==> src/ffha_pkg.sv <==
// shared types, constants and codes of the first-fit heap allocator
// depends on nothing; used by every module of the block
package ffha_pkg;

	localparam int OFS_W  = 15;
	localparam int SIZE_W = 16;

	localparam int ARENA_BYTES_DEF  = 32768;
	localparam int HEADER_BYTES_DEF = 24;
	localparam int MAX_BLOCKS_DEF   = 64;

	typedef enum logic [2:0] {
		STAT_ALLOCATED = 3'd0,
		STAT_NO_FIT    = 3'd1,
		STAT_RELEASED  = 3'd2,
		STAT_NULL      = 3'd3,
		STAT_UNKNOWN   = 3'd4,
		STAT_FULL      = 3'd5
	} status_t;

	typedef struct packed {
		logic              mode;
		logic [SIZE_W-1:0] request_bytes;
		logic [OFS_W-1:0]  payload_offset;
	} req_beat_t;

	typedef struct packed {
		status_t          status;
		logic [OFS_W-1:0] granted_offset;
	} rsp_beat_t;

	typedef struct packed {
		logic [OFS_W-1:0] start;
		logic [OFS_W-1:0] len;
		logic             free;
	} rec_t;

	typedef enum logic [3:0] {
		CMD_NONE,
		CMD_LOAD,
		CMD_SCAN_RD,
		CMD_SCAN_EV,
		CMD_UP_RD,
		CMD_UP_WR,
		CMD_SPLIT_NEW,
		CMD_SPLIT_OWN,
		CMD_MRG_START,
		CMD_MRG_LD0,
		CMD_MRG_RD1,
		CMD_MRG_EV,
		CMD_MSH_RD,
		CMD_MSH_WR,
		CMD_FINISH
	} cmd_t;

	typedef enum logic [3:0] {
		S_IDLE,
		S_SCAN_RD,
		S_SCAN_EV,
		S_UP_RD,
		S_UP_WR,
		S_SPLIT_NEW,
		S_SPLIT_OWN,
		S_MRG_START,
		S_MRG_LD0,
		S_MRG_RD1,
		S_MRG_EV,
		S_MSH_RD,
		S_MSH_WR,
		S_FINISH
	} state_t;

	typedef struct packed {
		logic req_null;
		logic is_release;
		logic hit;
		logic split;
		logic full;
		logic idx_last;
		logic j_at_gap;
		logic j_last;
		logic both_free;
		logic out_busy;
	} flags_t;

endpackage

==> src/ffha_ctrl.sv <==
// sequencer of the allocator: scan, insertion shift, merge pass
// depends on ffha_pkg; drives ffha_dp through a command code
module ffha_ctrl (
	input  logic            clk,
	input  logic            arst_n,
	input  logic            req_valid,
	output logic            req_stall,
	input  ffha_pkg::flags_t flags,
	output ffha_pkg::cmd_t  cmd
);
	import ffha_pkg::*;

	state_t state_q, state_nx;

	always_ff @(posedge clk or negedge arst_n) begin
		if (!arst_n) begin
			state_q <= S_IDLE;
		end else begin
			state_q <= state_nx;
		end
	end

	always_comb begin
		state_nx  = state_q;
		cmd       = CMD_NONE;
		req_stall = 1'b1;
		unique case (state_q)
			S_IDLE: begin
				req_stall = 1'b0;
				if (req_valid) begin
					cmd      = CMD_LOAD;
					state_nx = flags.req_null ? S_FINISH : S_SCAN_RD;
				end
			end
			S_SCAN_RD: begin
				cmd      = CMD_SCAN_RD;
				state_nx = S_SCAN_EV;
			end
			S_SCAN_EV: begin
				cmd = CMD_SCAN_EV;
				if (!flags.hit) begin
					state_nx = flags.idx_last ? S_FINISH : S_SCAN_RD;
				end else if (flags.is_release) begin
					state_nx = S_MRG_START;
				end else if (flags.split && !flags.full) begin
					state_nx = S_UP_RD;
				end else begin
					state_nx = S_FINISH;
				end
			end
			S_UP_RD: begin
				cmd      = CMD_UP_RD;
				state_nx = flags.j_at_gap ? S_SPLIT_NEW : S_UP_WR;
			end
			S_UP_WR: begin
				cmd      = CMD_UP_WR;
				state_nx = S_UP_RD;
			end
			S_SPLIT_NEW: begin
				cmd      = CMD_SPLIT_NEW;
				state_nx = S_SPLIT_OWN;
			end
			S_SPLIT_OWN: begin
				cmd      = CMD_SPLIT_OWN;
				state_nx = S_FINISH;
			end
			S_MRG_START: begin
				cmd      = CMD_MRG_START;
				state_nx = flags.idx_last ? S_FINISH : S_MRG_LD0;
			end
			S_MRG_LD0: begin
				cmd      = CMD_MRG_LD0;
				state_nx = S_MRG_RD1;
			end
			S_MRG_RD1: begin
				cmd      = CMD_MRG_RD1;
				state_nx = flags.idx_last ? S_FINISH : S_MRG_EV;
			end
			S_MRG_EV: begin
				cmd      = CMD_MRG_EV;
				state_nx = flags.both_free ? S_MSH_RD : S_MRG_RD1;
			end
			S_MSH_RD: begin
				cmd      = CMD_MSH_RD;
				state_nx = flags.j_last ? S_MRG_RD1 : S_MSH_WR;
			end
			S_MSH_WR: begin
				cmd      = CMD_MSH_WR;
				state_nx = S_MSH_RD;
			end
			S_FINISH: begin
				cmd = CMD_FINISH;
				if (!flags.out_busy) begin
					state_nx = S_IDLE;
				end
			end
			default: begin
				state_nx = S_IDLE;
			end
		endcase
	end

endmodule

==> src/ffha_dp.sv <==
// datapath of the allocator: record memory, indexes, compares, result register
// depends on ffha_pkg; commanded by ffha_ctrl
module ffha_dp #(
	parameter int ARENA_BYTES  = ffha_pkg::ARENA_BYTES_DEF,
	parameter int HEADER_BYTES = ffha_pkg::HEADER_BYTES_DEF,
	parameter int MAX_BLOCKS   = ffha_pkg::MAX_BLOCKS_DEF
) (
	input  logic                clk,
	input  logic                arst_n,
	input  ffha_pkg::req_beat_t req,
	input  ffha_pkg::cmd_t      cmd,
	output ffha_pkg::flags_t    flags,
	output logic                rsp_valid,
	input  logic                rsp_stall,
	output ffha_pkg::rsp_beat_t rsp
);
	import ffha_pkg::*;

	localparam int IDX_W = (MAX_BLOCKS > 1) ? $clog2(MAX_BLOCKS) : 1;
	localparam int CNT_W = $clog2(MAX_BLOCKS + 1);
	localparam logic [SIZE_W:0] HDR = (SIZE_W + 1)'(HEADER_BYTES);
	localparam logic [CNT_W-1:0] MAXC = CNT_W'(MAX_BLOCKS);
	localparam rec_t RESET_REC = '{
		start: '0,
		len:   OFS_W'(ARENA_BYTES - HEADER_BYTES),
		free:  1'b1
	};

	rec_t             mem [MAX_BLOCKS];
	rec_t             mem_rd_q;
	logic             rd_zero_q;
	logic             w0_q;
	rec_t             rd;

	req_beat_t        req_q;
	rec_t             cur_q;
	logic [CNT_W-1:0] idx_q, j_q, count_q;
	rsp_beat_t        res_q;
	logic             rsp_valid_q;
	rsp_beat_t        rsp_q;

	logic             rd_en, wr_en;
	logic [IDX_W-1:0] rd_addr, wr_addr;
	rec_t             wr_data;

	logic [CNT_W:0]   idx_p1;
	logic [SIZE_W:0]  need;
	logic [SIZE_W:0]  start_h;
	logic [OFS_W-1:0] merged_len;
	logic [OFS_W-1:0] granted;

	assign rd      = rd_zero_q ? RESET_REC : mem_rd_q;
	assign idx_p1  = {1'b0, idx_q} + 1'b1;
	assign need    = {1'b0, req_q.request_bytes} + HDR;
	assign start_h = (SIZE_W + 1)'(rd.start) + HDR;
	assign granted = OFS_W'(cur_q.start + OFS_W'(HEADER_BYTES));
	assign merged_len = OFS_W'(cur_q.len + OFS_W'(HEADER_BYTES) + rd.len);

	// status toward the sequencer
	always_comb begin
		flags.req_null   = req.mode && (req.payload_offset == '0);
		flags.is_release = req_q.mode;
		flags.hit        = req_q.mode
			? (start_h == (SIZE_W + 1)'(req_q.payload_offset))
			: (rd.free && ({1'b0, rd.len} >= req_q.request_bytes));
		flags.split      = (SIZE_W + 1)'(rd.len) > need;
		flags.full       = count_q >= MAXC;
		flags.idx_last   = idx_p1 >= {1'b0, count_q};
		flags.j_at_gap   = {1'b0, j_q} == idx_p1;
		flags.j_last     = ({1'b0, j_q} + 1'b1) >= {1'b0, count_q};
		flags.both_free  = cur_q.free && rd.free;
		flags.out_busy   = rsp_valid_q && rsp_stall;
	end

	// memory port selection
	always_comb begin
		rd_en   = 1'b0;
		rd_addr = idx_q[IDX_W-1:0];
		wr_en   = 1'b0;
		wr_addr = idx_q[IDX_W-1:0];
		wr_data = rd;
		case (cmd)
			CMD_SCAN_RD, CMD_MRG_START: begin
				rd_en = 1'b1;
			end
			CMD_SCAN_EV: begin
				if (flags.hit) begin
					if (req_q.mode) begin
						wr_en   = 1'b1;
						wr_data = '{start: rd.start, len: rd.len, free: 1'b1};
					end else if (!flags.split) begin
						wr_en   = 1'b1;
						wr_data = '{start: rd.start,
							len: OFS_W'(req_q.request_bytes), free: 1'b0};
					end
				end
			end
			CMD_UP_RD: begin
				rd_en   = 1'b1;
				rd_addr = IDX_W'(j_q - 1'b1);
			end
			CMD_UP_WR, CMD_MSH_WR: begin
				wr_en   = 1'b1;
				wr_addr = j_q[IDX_W-1:0];
			end
			CMD_SPLIT_NEW: begin
				wr_en   = 1'b1;
				wr_addr = IDX_W'(idx_p1);
				wr_data = '{
					start: OFS_W'(cur_q.start + OFS_W'(HEADER_BYTES)
						+ OFS_W'(req_q.request_bytes)),
					len:   OFS_W'(cur_q.len - OFS_W'(req_q.request_bytes)
						- OFS_W'(HEADER_BYTES)),
					free:  1'b1};
			end
			CMD_SPLIT_OWN: begin
				wr_en   = 1'b1;
				wr_data = '{start: cur_q.start,
					len: OFS_W'(req_q.request_bytes), free: 1'b0};
			end
			CMD_MRG_RD1: begin
				rd_en   = 1'b1;
				rd_addr = IDX_W'(idx_p1);
			end
			CMD_MRG_EV: begin
				if (flags.both_free) begin
					wr_en   = 1'b1;
					wr_data = '{start: cur_q.start, len: merged_len, free: 1'b1};
				end
			end
			CMD_MSH_RD: begin
				rd_en   = 1'b1;
				rd_addr = IDX_W'(j_q + 1'b1);
			end
			default: begin
			end
		endcase
	end

	always_ff @(posedge clk) begin
		if (wr_en) begin
			mem[wr_addr] <= wr_data;
		end
		if (rd_en) begin
			mem_rd_q <= mem[rd_addr];
		end
	end

	// entry zero reads as its reset value until first written
	always_ff @(posedge clk or negedge arst_n) begin
		if (!arst_n) begin
			w0_q      <= 1'b0;
			rd_zero_q <= 1'b0;
		end else begin
			if (wr_en && wr_addr == '0) begin
				w0_q <= 1'b1;
			end
			if (rd_en) begin
				rd_zero_q <= (rd_addr == '0) && !w0_q;
			end
		end
	end

	always_ff @(posedge clk or negedge arst_n) begin
		if (!arst_n) begin
			count_q     <= CNT_W'(1);
			rsp_valid_q <= 1'b0;
		end else begin
			if (cmd == CMD_SPLIT_OWN) begin
				count_q <= count_q + 1'b1;
			end else if (cmd == CMD_MSH_RD && flags.j_last) begin
				count_q <= count_q - 1'b1;
			end
			if (cmd == CMD_FINISH && !flags.out_busy) begin
				rsp_valid_q <= 1'b1;
			end else if (!rsp_stall) begin
				rsp_valid_q <= 1'b0;
			end
		end
	end

	always_ff @(posedge clk) begin
		case (cmd)
			CMD_LOAD: begin
				req_q <= req;
				idx_q <= '0;
				res_q.granted_offset <= '0;
				if (flags.req_null) begin
					res_q.status <= STAT_NULL;
				end else begin
					res_q.status <= req.mode ? STAT_UNKNOWN : STAT_NO_FIT;
				end
			end
			CMD_SCAN_EV: begin
				cur_q <= rd;
				if (!flags.hit) begin
					idx_q <= CNT_W'(idx_p1);
				end else if (req_q.mode) begin
					res_q.status <= STAT_RELEASED;
					idx_q        <= '0;
				end else if (flags.split) begin
					if (flags.full) begin
						res_q.status <= STAT_FULL;
					end else begin
						j_q <= count_q;
					end
				end else begin
					res_q.status         <= STAT_ALLOCATED;
					res_q.granted_offset <= OFS_W'(start_h);
				end
			end
			CMD_UP_WR: begin
				j_q <= j_q - 1'b1;
			end
			CMD_SPLIT_OWN: begin
				res_q.status         <= STAT_ALLOCATED;
				res_q.granted_offset <= granted;
			end
			CMD_MRG_LD0: begin
				cur_q <= rd;
			end
			CMD_MRG_EV: begin
				if (flags.both_free) begin
					cur_q.len <= merged_len;
					j_q       <= CNT_W'(idx_p1);
				end else begin
					cur_q <= rd;
					idx_q <= CNT_W'(idx_p1);
				end
			end
			CMD_MSH_WR: begin
				j_q <= j_q + 1'b1;
			end
			CMD_FINISH: begin
				if (!flags.out_busy) begin
					rsp_q <= res_q;
				end
			end
			default: begin
			end
		endcase
	end

	assign rsp_valid = rsp_valid_q;
	assign rsp       = rsp_q;

endmodule

==> src/first_fit_heap_allocator.sv <==
// first-fit heap allocator: one request beat in, one result beat out
// work per request: each record scanned, plus each record shifted on a split or a merge,
// and each record visited by the merge pass; the longest case is a release that merges
// with both neighbors near the front; a null release goes straight to its result
// one request at a time, next beat accepted the cycle after the result is registered
// reset: asynchronous, table holds one free block of the arena minus a header; no clearing pass
module first_fit_heap_allocator #(
	parameter int ARENA_BYTES  = ffha_pkg::ARENA_BYTES_DEF,
	parameter int HEADER_BYTES = ffha_pkg::HEADER_BYTES_DEF,
	parameter int MAX_BLOCKS   = ffha_pkg::MAX_BLOCKS_DEF
) (
	input  logic                clk,
	input  logic                arst_n,
	// request side
	input  logic                req_valid,
	output logic                req_stall,
	input  ffha_pkg::req_beat_t req,
	// result side, registered
	output logic                rsp_valid,
	input  logic                rsp_stall,
	output ffha_pkg::rsp_beat_t rsp
);
	import ffha_pkg::*;

	// command from the sequencer, status back from the datapath
	cmd_t   cmd;
	flags_t flags;

	// sequencer: idle accepts a beat, then scan / shift / merge, then finish
	ffha_ctrl u_ctrl (
		.clk       (clk),
		.arst_n    (arst_n),
		.req_valid (req_valid),
		.req_stall (req_stall),
		.flags     (flags),
		.cmd       (cmd)
	);

	// record memory, indexes and the result register
	ffha_dp #(
		.ARENA_BYTES  (ARENA_BYTES),
		.HEADER_BYTES (HEADER_BYTES),
		.MAX_BLOCKS   (MAX_BLOCKS)
	) u_dp (
		.clk       (clk),
		.arst_n    (arst_n),
		.req       (req),
		.cmd       (cmd),
		.flags     (flags),
		.rsp_valid (rsp_valid),
		.rsp_stall (rsp_stall),
		.rsp       (rsp)
	);

endmodule

==> config.mk <==
export PLATFORM = sky130hd
export DESIGN_NAME = first_fit_heap_allocator
export DESIGN_NICKNAME = d
export VERILOG_FILES = /design/src/ffha_pkg.sv /design/src/ffha_ctrl.sv /design/src/ffha_dp.sv /design/src/first_fit_heap_allocator.sv
export SDC_FILE = /design/constraint.sdc
export NUM_CORES = 2
export LEC_CHECK = 0
export BUFFER_PORTS_ARGS = -buffer_cell sky130_fd_sc_hd__buf_2
export CORE_MARGIN = 2
export CORE_UTILIZATION = 45
export CTS_BUF_LIST = sky130_fd_sc_hd__clkbuf_4
export DETAILED_ROUTE_END_ITERATION = 7
export GPL_ROUTABILITY_DRIVEN = 0
export GPL_TIMING_DRIVEN = 0
export HOLD_SLACK_MARGIN = 0.08
export SYNTH_ARGS = -nofsm -noshare
export SYNTH_HDL_FRONTEND = slang
export SYNTH_SLANG_ARGS = --single-unit
==> constraint.sdc <==
create_clock -name clk -period 6.2 [get_ports clk]
set_clock_uncertainty 0.15 [all_clocks]
set_input_delay 0.31 -clock clk [delete_from_list [all_inputs] [get_ports clk]]
set_output_delay 0.31 -clock clk [all_outputs]
set_load 0.1 [all_outputs]
Word-level counts from Yosys, hierarchy flattened
Memory sizes are Yosys's and may differ from the RTL's. A register that Yosys moved wholly into a read port is not among the register bits. Index checks and enable logic that the tools add are counted.

Flip-flop bits (word level): 127. Bits in writable memories: 1984. Input port bits: 36. Output and inout bits: 20. Word-level logic and storage cells: 171. Memories: 1.

$add $sub $neg: 14. Order comparisons: 5. Equality and inequality tests: 41. Muxes and demuxes: 60. Bitwise logic cells: 1. Reductions and logical operators: 32.

Memories: u_dp.mem (words 64, width 31, read ports 1, clocked after Yosys merged registers in 1, write ports 1, RTL line ffha_dp.sv:29) `rec_t mem [MAX_BLOCKS];`.

Operators by type and width (count): 31-bit case mux with 4 select lines (1); 4-bit case mux with 14 select lines (2); 7-bit two-way mux (10); 31-bit two-way mux (2); 31-bit case mux with 2 select lines (1); 15-bit two-way mux (4); 18-bit case mux with 3 select lines (1); 4-bit equality test, second input constant (13); 16-bit two-way mux (3); 4-bit by 3-bit equality test with 1-bit output, second input constant (8); 15-bit adder (2); 15-bit by 5-bit adder with 15-bit output, second input constant (2); 4-bit two-way mux (7); 7-bit case mux with 4 select lines (1); 3-bit two-way mux (8); 7-bit case mux with 3 select lines (1); 18-bit two-way mux (1); 2-bit inequality test, second input constant (9); 6-bit case mux with 3 select lines (1); 16-bit by 5-bit adder with 17-bit output, second input constant (1); 17-bit by 15-bit equality test with 1-bit output (1); 15-bit by 17-bit greater-than comparator with 1-bit output (1); 15-bit by 5-bit adder with 16-bit output, second input constant (1); 7-bit by 1-bit adder with 8-bit output, second input constant (2); other kinds (33) (70).

Depth between registers and ports, before layout
Depth after elaboration: 8. Mapped depth: 19.

By module
Synthesis repeated with hierarchy kept, for this count alone.

Cell total of the unflattened synthesis: 7004. Area total of the unflattened synthesis: 90909.7 µm².

By module, submodules not included: ffha_dp (times used 1, cells each 6938, area an instance 90436.7 µm²); ffha_ctrl (times used 1, cells each 66, area an instance 473.0 µm²).

Least setup slack after synthesis
Ideal clock, no wire load.

Path kind: flip-flop to flip-flop. Start: register u_dp.rd_zero_q. End: memory u_dp.mem[0][0] (netlist bit) (data pin). Setup time: 0.702 ns. Arrival time: 5.745 ns. Data required time: 5.348 ns. Slack: -0.397 ns. Stages on the path, launching flop included: 17. Buffers on the path: 5. Path through: dfrtp_1 -> clkbuf_1 -> buf_2 -> buf_1 -> clkbuf_1 -> nor2_1 -> inv_1 -> ha_1 -> and3b_1 -> o21ai_0 -> nand3b_1 -> a221oi_1 -> nor3_1 -> or2_2 -> o21ai_0 -> clkbuf_1 -> o21ai_0.

RTL lines: from (decl) (RTL line ffha_dp.sv:31) `logic rd_zero_q;`; from (signal assigned) (RTL line ffha_dp.sv:159) `rd_zero_q <= (rd_addr == '0) && !w0_q;`; to (decl) (RTL line ffha_dp.sv:29).

Worst setup path in the final report
Start: register u_dp.j_q[1]. End: register, netlist name u_dp.mem_rd_q[5].

Longest elaborated chain between the ends: 2. Elaborated cells on any way between the ends: 3.

Ends and longest elaborated chain: from (decl) (RTL line ffha_dp.sv:37) `logic [CNT_W-1:0] idx_q, j_q, count_q;`; from (signal assigned) (RTL line ffha_dp.sv:205) `j_q <= count_q;`; from (signal assigned) (RTL line ffha_dp.sv:213) `j_q <= j_q - 1'b1;`; from (signal assigned) (RTL line ffha_dp.sv:225) `j_q <= CNT_W'(idx_p1);`; 7-bit by 1-bit adder with 7-bit output or 7-bit by 1-bit subtractor with 7-bit output (tied branches) (RTL line ffha_dp.sv:133, ffha_dp.sv:100); 6-bit case mux with 3 select lines * (RTL line ffha_dp.sv:82) `case (cmd)`.

Every way passes the cells marked *; elsewhere a longest branch is shown, timed or not. A chain may end at the register's enable or synchronous reset.

==> metrics.txt <==
R2R Setup Slk -0.05 ns; mapped cell area roughly 90000 µm²; 1st-pass router iterations 8; FMAX about 0.16 GHz; Critical Path Fanout Max 10; PortBufs 55; multi-input logic area 23300 µm²; Initial Utilization 0.452; Final Instance Area ~100000 µm²; fraction of registers with async set/reset 0.00654; Cells after Synth 4993; Hold Crit Endpoint u_dp.rsp[15]; Rows roughly 160; status finished, violations left; Hold Vio Cnt, Final 0; worst hold path class in2reg; CTS sink count between 2000 and 2500; GRT Total Usage 0.306; Worst-path clk slew about 0.06 ns; worst path cell trace clkbuf_1, inv_1, ha_1, xnor2_1, o221ai_2, clkbuf_2, clkbuf_2, mux4_2, nand3_1, nand3_1, a21oi_1, nand3_1, and3_1; Tcrit/Tclk final 1.01; via count roughly 56000; MaxCap Viol Count 2; Worst path top cell family by delay buffers and inverters; worst path required time between 7 and 8 ns; initial antenna violation count 22; number of global-route vias before repair between 50000 and 60000; hold depth 4; CTS Buf Count approximately 570; RSZ-0062 raised after global routing false; FF+latch area around 64000 µm²; worst r2r dst u_dp.mem_rd_q[5]; Congestion Overflow GR 0; Post-synth EDFFs around 2100; Yosys Warn Count 0; share of cells above drive strength 1 0.289; area grow syn2layout 18.2%; Startpoint Class flip-flop; slowest CP cell a21oi_1; Longest Clk Path Bufs 4; Worst slew margin -0.0468; violated checks DRC, capacitance limit, slew limit, setup timing; die height ~450 µm; setup violators final 3; Setup WS pre-CTS -1.66 ns; Avg Cell Area, Syn around 18 µm²; crit-path most repeated cell nand3_1; Clock Tree Root clkbuf_4; overall routed net length between 300000 and 400000 µm; max-slew violation count 23; Die W around 450 µm; Final min period 6.25 ns; drt wl/cell around 34 µm; synthesized flop and latch total ~2100; drt first-iter violations 9000; hpwl dp slightly above 200000 µm; post-synthesis sequential area ratio 0.730; CTS tree done; Primary FF master, synth edfxtp_1; R2R depth 13; Avg Vias per Cell ~6.3; Final ANT Viol Nets 0; Die Area between 150000 and 200000 µm²; Max stage delay on crit path about 0.89 ns; fill count approximately 16000; buffers and inverters on the worst path 4; WP data arrival 7.26 ns; pin count of the biggest net entering global routing 65; Remaining DRCs 6; number of H-tree levels 6; RR Startpoint u_dp.j_q[1]; num ports 56; Slew @ Worst Pin ~1.6 ns; Min-Delay Startpoint rsp_stall; critical path class reg2reg; final setup TNS -0.130 ns; Layout Nets 6099; dpl cell area roughly 95000 µm²; Core Box Area just under 200000 µm²; global-route wire length before repair ~420000 µm; Synth cell types 79; Synth Net Count just over 5000; Setup crit end kind flip-flop; Clock Latency Late Sink 1.46 ns; setup ws final -0.0529 ns
-- worst max path at each step --
stage | endpoint | from | depth (start not counted)
floorplan | u_dp.mem[0][28] | u_dp.req_q[15] | 11
CTS | u_dp.mem_rd_q[28] | u_dp.j_q[0] | 15
global route | u_dp.mem_rd_q[28] | u_dp.j_q[1] | 15
global placement | u_dp.mem[3][15] | u_dp.req_q[16] | 12
detailed placement | u_dp.mem_rd_q[28] | u_dp.j_q[0] | 14
finish | u_dp.mem_rd_q[5] | u_dp.j_q[1] | 13
-- what timing repair did --
item | in CTS | in global routing
hold endpoints to repair | 128 | 0
pin swaps | 47 | 5
setup buffers | 71 | 10
hold buffers | 104 | 0
resized for setup | 106 | 26
endpoints found under the setup margin | 2815 | 336
-- through the flow --
step	util	hold slack [ns]	std cells
floorplan	-	-0.136	4993
global placement	0.470	0.112	7590
detailed placement	0.488	0.114	7731
CTS	0.534	0.137	8831
global route	0.534	0.250	8845
finish	0.534	0.223	8855
-- cell usage after synthesis, drive strengths merged (6+ instances only) --
library cell  instances  share of area
a22o                 36         0.0036
o21bai                8        0.00068
a311oi               23         0.0023
a22oi               100         0.0085
buf                 108         0.0056
nor2b                32         0.0023
xor2                 27         0.0027
mux2i                77         0.0088
a31oi                19         0.0014
o311ai                9        0.00090
nand2b               11        0.00078
mux2                 31         0.0040
or2                  15         0.0011
and4                  6        0.00060
nor3                 52         0.0030
ha                  120          0.017
o31ai                12         0.0010
nand3               149         0.0085
o21ai               105         0.0060
inv                 100         0.0043
a221oi               18         0.0019
nand2               452          0.019
a21oi               161         0.0092
or3                  16         0.0011
nand3b                7        0.00060
and3                 38         0.0027
nor2                191         0.0081
nand4                13        0.00092
a32oi                12         0.0012
a221o                28         0.0032
o21a                  6        0.00051
a32o                 34         0.0039
nor4                  8        0.00057
mux4                388          0.099
dfrtp                13         0.0037
o211ai               34         0.0029
a211o                15         0.0015
o22ai                18         0.0013
edfxtp             2128           0.73
a211oi               23         0.0020
a21o                 23         0.0020
xnor2                74         0.0074
and2                 13        0.00092
clkbuf              161         0.0069
-- final cells by class --
cell class                 instances  area share
buffer                           267      0.0121
timing repair buffer             381      0.0478
multi-input combinational       2481       0.224
sequential                      2142       0.618
clock buffer                     798      0.0576
inverter                         101     0.00365
clock inverter                   129     0.00611
antenna                           14    0.000337
tap                             2542      0.0306
-- routing by layer --
layer | vias up | wire length, µm | track usage
li1 | 22400 | - | -
met1 | 28600 | 110000 | 0.403
met2 | 4251 | 136000 | 0.460
met3 | 784 | 39100 | 0.0812
met4 | 8 | 19900 | 0.178
met5 | - | 77 | 0
-- cell families after synthesis --
logic type | share of synthesized area
compound gates | 0.0584
xor+xnor | 0.0116
fa+ha+maj | 0.0180
buf+inv | 0.0168
flops | 0.730
mux | 0.112
simple gates | 0.0528
-- worst reg2reg max path, stage by stage (launching register included) --
cell	delay (ns)
edfxtp_1	0.35
clkbuf_1	0.45
inv_1	0.15
ha_1	0.25
xnor2_1	0.20
o221ai_2	0.56
clkbuf_2	0.70
clkbuf_2	0.74
mux4_2	0.42
nand3_1	0.10
nand3_1	0.28
a21oi_1	0.89
nand3_1	0.36
and3_1	0.36
-- layout by cell type, fill, tap and decap left out, types with 27 or more instances in the layout --
cell type and instances:
o21ai_0 90, clkbuf_4 803, nand2_1 450, xor2_1 27, ha_1 120, o211ai_1 34
buf_12 127, nand3_1 147, a22o_1 36, nor2_1 124, buf_2 120, nor2b_1 32
mux2_2 31, clkinv_1 100, xnor2_1 74, mux2i_1 75, nor2_4 64, a21oi_1 154
and3_1 38, mux4_2 388, nor3_1 27, dlygate4sd3_1 104, buf_4 60, clkbuf_1 120
inv_1 97, a22oi_1 100, a32o_1 34, edfxtp_1 2128, clkbuf_2 40
-- registers in the layout, indices dropped and copies added (netlist names), 4 cells and up --
register and count:
u_dp.mem 1984, u_dp.mem_rd_q 31, u_dp.cur_q 31, u_dp.rsp 18, u_dp.req_q 31, u_dp.j_q 7
u_ctrl.state_q 4, u_dp.count_q 7, u_dp.res_q 18, u_dp.idx_q 7
Power is not shown: default switching activity piles up to over one toggle a cycle in this logic, so the estimate is an artifact.
